File: src/design/lgpc_ram.sv
// ----------------------------------------------------------------------------
// lgpc_ram
// Simple dual-port RAM: one write port, one read port with registered data.
// ----------------------------------------------------------------------------
module lgpc_ram #(
    parameter int WIDTH = 8,
    parameter int DEPTH = 16
) (
    input  logic                                   clk,
    input  logic                                   we,
    input  logic [((DEPTH > 1) ? $clog2(DEPTH) : 1)-1:0] waddr,
    input  logic [WIDTH-1:0]                       wdata,
    input  logic                                   re,
    input  logic [((DEPTH > 1) ? $clog2(DEPTH) : 1)-1:0] raddr,
    output logic [WIDTH-1:0]                       rdata
);

    logic [WIDTH-1:0] mem [0:DEPTH-1];

    // read returns the old contents on a same-address write
    always_ff @(posedge clk)
    begin
        if (we)
        begin
            mem[waddr] <= wdata;
        end
        if (re)
        begin
            rdata <= mem[raddr];
        end
    end

endmodule

File: config.mk
export PLATFORM = sky130hd
export DESIGN_NAME = lgpc_ram
export DESIGN_NICKNAME = d
export VERILOG_FILES = /design/src/design/lgpc_ram.sv
export SDC_FILE = /design/constraint.sdc
export NUM_CORES = 1
export LEC_CHECK = 0
export BUFFER_PORTS_ARGS = -buffer_cell sky130_fd_sc_hd__buf_2
export CORE_MARGIN = 2
export CORE_UTILIZATION = 30
export CTS_CLUSTER_DIAMETER = 50
export DETAILED_ROUTE_END_ITERATION = 6
export GPL_ROUTABILITY_DRIVEN = 0
export SYNTH_ARGS = -nofsm -noshare
export SYNTH_HDL_FRONTEND = slang
export SYNTH_SLANG_ARGS = --single-unit
File: constraint.sdc
create_clock -name clk -period 1.9 [get_ports clk]
set_clock_uncertainty 0.05 [all_clocks]
set_input_delay 0.285 -clock clk [delete_from_list [all_inputs] [get_ports clk]]
set_output_delay 0.285 -clock clk [all_outputs]
set_load 0.005 [all_outputs]
==> reports/results.txt <==
GR Util met1 -> 0.162
post-DR wirelength/cell -> 19.7 microns
share of the clock period used by the worst path -> 0.813
floorplan row count -> 48
final WL -> 10400 microns
remaining global-route overflow -> 0
post-CTS repair timing setup buffer count -> 0
critical path required time -> 2.00 ns
antenna fix cells -> 0
number of different library cells in the post-synthesis netlist -> 18
final critical-path required period -> 1.54 ns
Synthesized Nets -> 248
first-iteration detailed-routing DRC count -> 228
worst setup timing slack at the placement stage -> -0.0969 ns
slew at the pin closest to its max-slew limit -> 0.431 ns
die area -> 18500 sq um
antenna violations before repair -> 1
latest clock arrival within the worst-skew pair -> 0.41 ns
Clock Sink Count -> 136
Resize count post-CTS -> 0
synthesis-to-layout area growth -> 22.7%
GR Layer Usage met2 -> 0.184
register bit count reported by yosys -> 136
pin count of the biggest net entering global routing -> 23
pins over their slew limit -> 0
router iterations before antenna repair -> 4
setup repair after global routing missed its margin -> no
number of remaining DRC errors -> 0
Post-DP HPWL -> 6730 microns
number of endpoints with negative hold slack in the final report -> 0
fill count -> 1592
maxcap violations -> 0
final cell count without fillers -> 530
Hold Crit Class -> primary input to flop
element type at the critical path start -> flop
Critical Path AT -> 1.64 ns
number of global-route vias before repair -> 2588
sum of internal, switching and leakage power -> 7.07 mW
average via count per standard cell -> 4.70
maximum vdd drop -> 0.787 mV
worst relative slew slack -> 0.713
smallest setup slack after layout -> 0.356 ns
Hold-fix buffers, CTS -> 0
number of nets with antenna violations after routing -> 0
total global-route track usage -> 0.121
H-tree depth reported by CTS -> 4
fin nets -> 311
final core utilization -> 0.374
maximum clock frequency -> 648 MHz
detailed-route via count -> 2492
CTS tree -> yes
I/O pin count -> 27
result of the run -> complete, no violations
buffer depth of the longest clock path -> 2
CTS Buf Count -> 17
highest fanout seen on the critical path -> 1
area of the mapped netlist -> 5230 sq um
P per Cell Area -> 1100 nW/um^2
gr busiest metal -> met2
Port Buffer Count -> 26
area after detailed placement -> 5800 sq um
YS warnings -> 0
final-layout worst hold slack -> 0.204 ns
CP endpoint kind -> flop
number of setup violations in the final report -> 0
Worst-path clk slew -> 0.06 ns
CTS Root Cell -> sky130_fd_sc_hd__clkbuf_16
post-synthesis average cell area -> 22.8 sq um
most common cell after layout, fill and taps aside -> sky130_fd_sc_hd__edfxtp_1
total negative setup slack -> 0 ns
Static Leakage -> 2.16 nW
final instance area -> 6420 sq um
commonest cells after routing, fill and taps aside -> sky130_fd_sc_hd__edfxtp_1 (136), sky130_fd_sc_hd__buf_2 (26), sky130_fd_sc_hd__buf_4 (25)
Worst Setup Path Type -> flop to flop
y dimension of the die -> 136 microns
Gate Count Post-Synth -> 229
footprint of the multi-input gates -> 1060 sq um
share of layout cells above drive strength 1 -> 0.344
Die W -> 136 microns
met3 Use GR -> 0.0399
count of placed standard cells including taps -> 498
area of all sequential standard cells -> 4080 sq um
first-pass GRT wire length -> 15700 microns
sequential element share of the synthesized area -> 0.781
core box area -> 17200 sq um
starting utilization of the core area -> 0.304
state kept, by name, summed over array words and instances (netlist names):
register  count
rdata         8
mem         128
worst paths after layout:
path | from | end | slack, ns | cells after the start
worst max-delay path | mem[1][5] | rdata[5] | 0.36 | 3
worst min-delay path | re | rdata[6] | 0.20 | 1
worst max register to register | mem[1][5] | rdata[5] | 0.36 | 3
worst min register to register | mem[12][2] | rdata[2] | 0.70 | 3
critical path, cell delays in order, from the launching register on:
cell and delay [ns]:
sky130_fd_sc_hd__edfxtp_1 0.34, sky130_fd_sc_hd__mux4_1 0.50, sky130_fd_sc_hd__a22oi_1 0.27, sky130_fd_sc_hd__nand2_1 0.11
where the power goes:
| group | internal [mW] | total, mW | switching (mW) |
|---|---|---|---|
| combinational | 0.146 | 0.325 | 0.178 |
| sequential | 3.38 | 3.40 | 0.0175 |
| clock | 2.09 | 3.35 | 1.26 |
per-layer routing:
layer / up-vias / part of all wire / routed length [microns]
li1: 1112 / - / -
met1: 1282 / 0.43 / 4530
met2: 86 / 0.47 / 4940
met3: 10 / 0.078 / 811
met4: 2 / 0.014 / 143
met5: - / 0.0011 / 11
cell usage after synthesis (all sizes together):
| master | n | area (sq um) |
|---|---|---|
| nand2 | 9 | 33.8 |
| nor2 | 13 | 48.8 |
| nand3b | 2 | 15.0 |
| nor2b | 1 | 6.26 |
| nand2b | 2 | 12.5 |
| buf | 7 | 56.3 |
| a22oi | 16 | 120 |
| and2 | 1 | 6.26 |
| and2b | 1 | 7.51 |
| nand3 | 1 | 5.00 |
| or3b | 1 | 8.76 |
| edfxtp | 136 | 4080 |
| mux4 | 32 | 773 |
| nor3 | 4 | 20.0 |
| clkdlybuf4s25 | 3 | 30.0 |
layout make-up:
cell class              instances  share of cell area
repair buffers                 54              0.0589
multi-input cells              83               0.165
flip-flops and latches        136               0.637
clock inverters                15              0.0296
clock buffers                  17              0.0663
well taps                     225              0.0439
kinds of logic (layout without fill, tap and decap cells):
family,count (synthesis),count (layout),synth area share
multiplexers,32,32,0.148
buffers and inverters,10,86,0.0165
AND/OR/NAND/NOR,35,35,0.0314
AO/OA/AOI/OAI,16,16,0.0230
flip-flops,136,136,0.781
(Power assumes the default switching activity.)
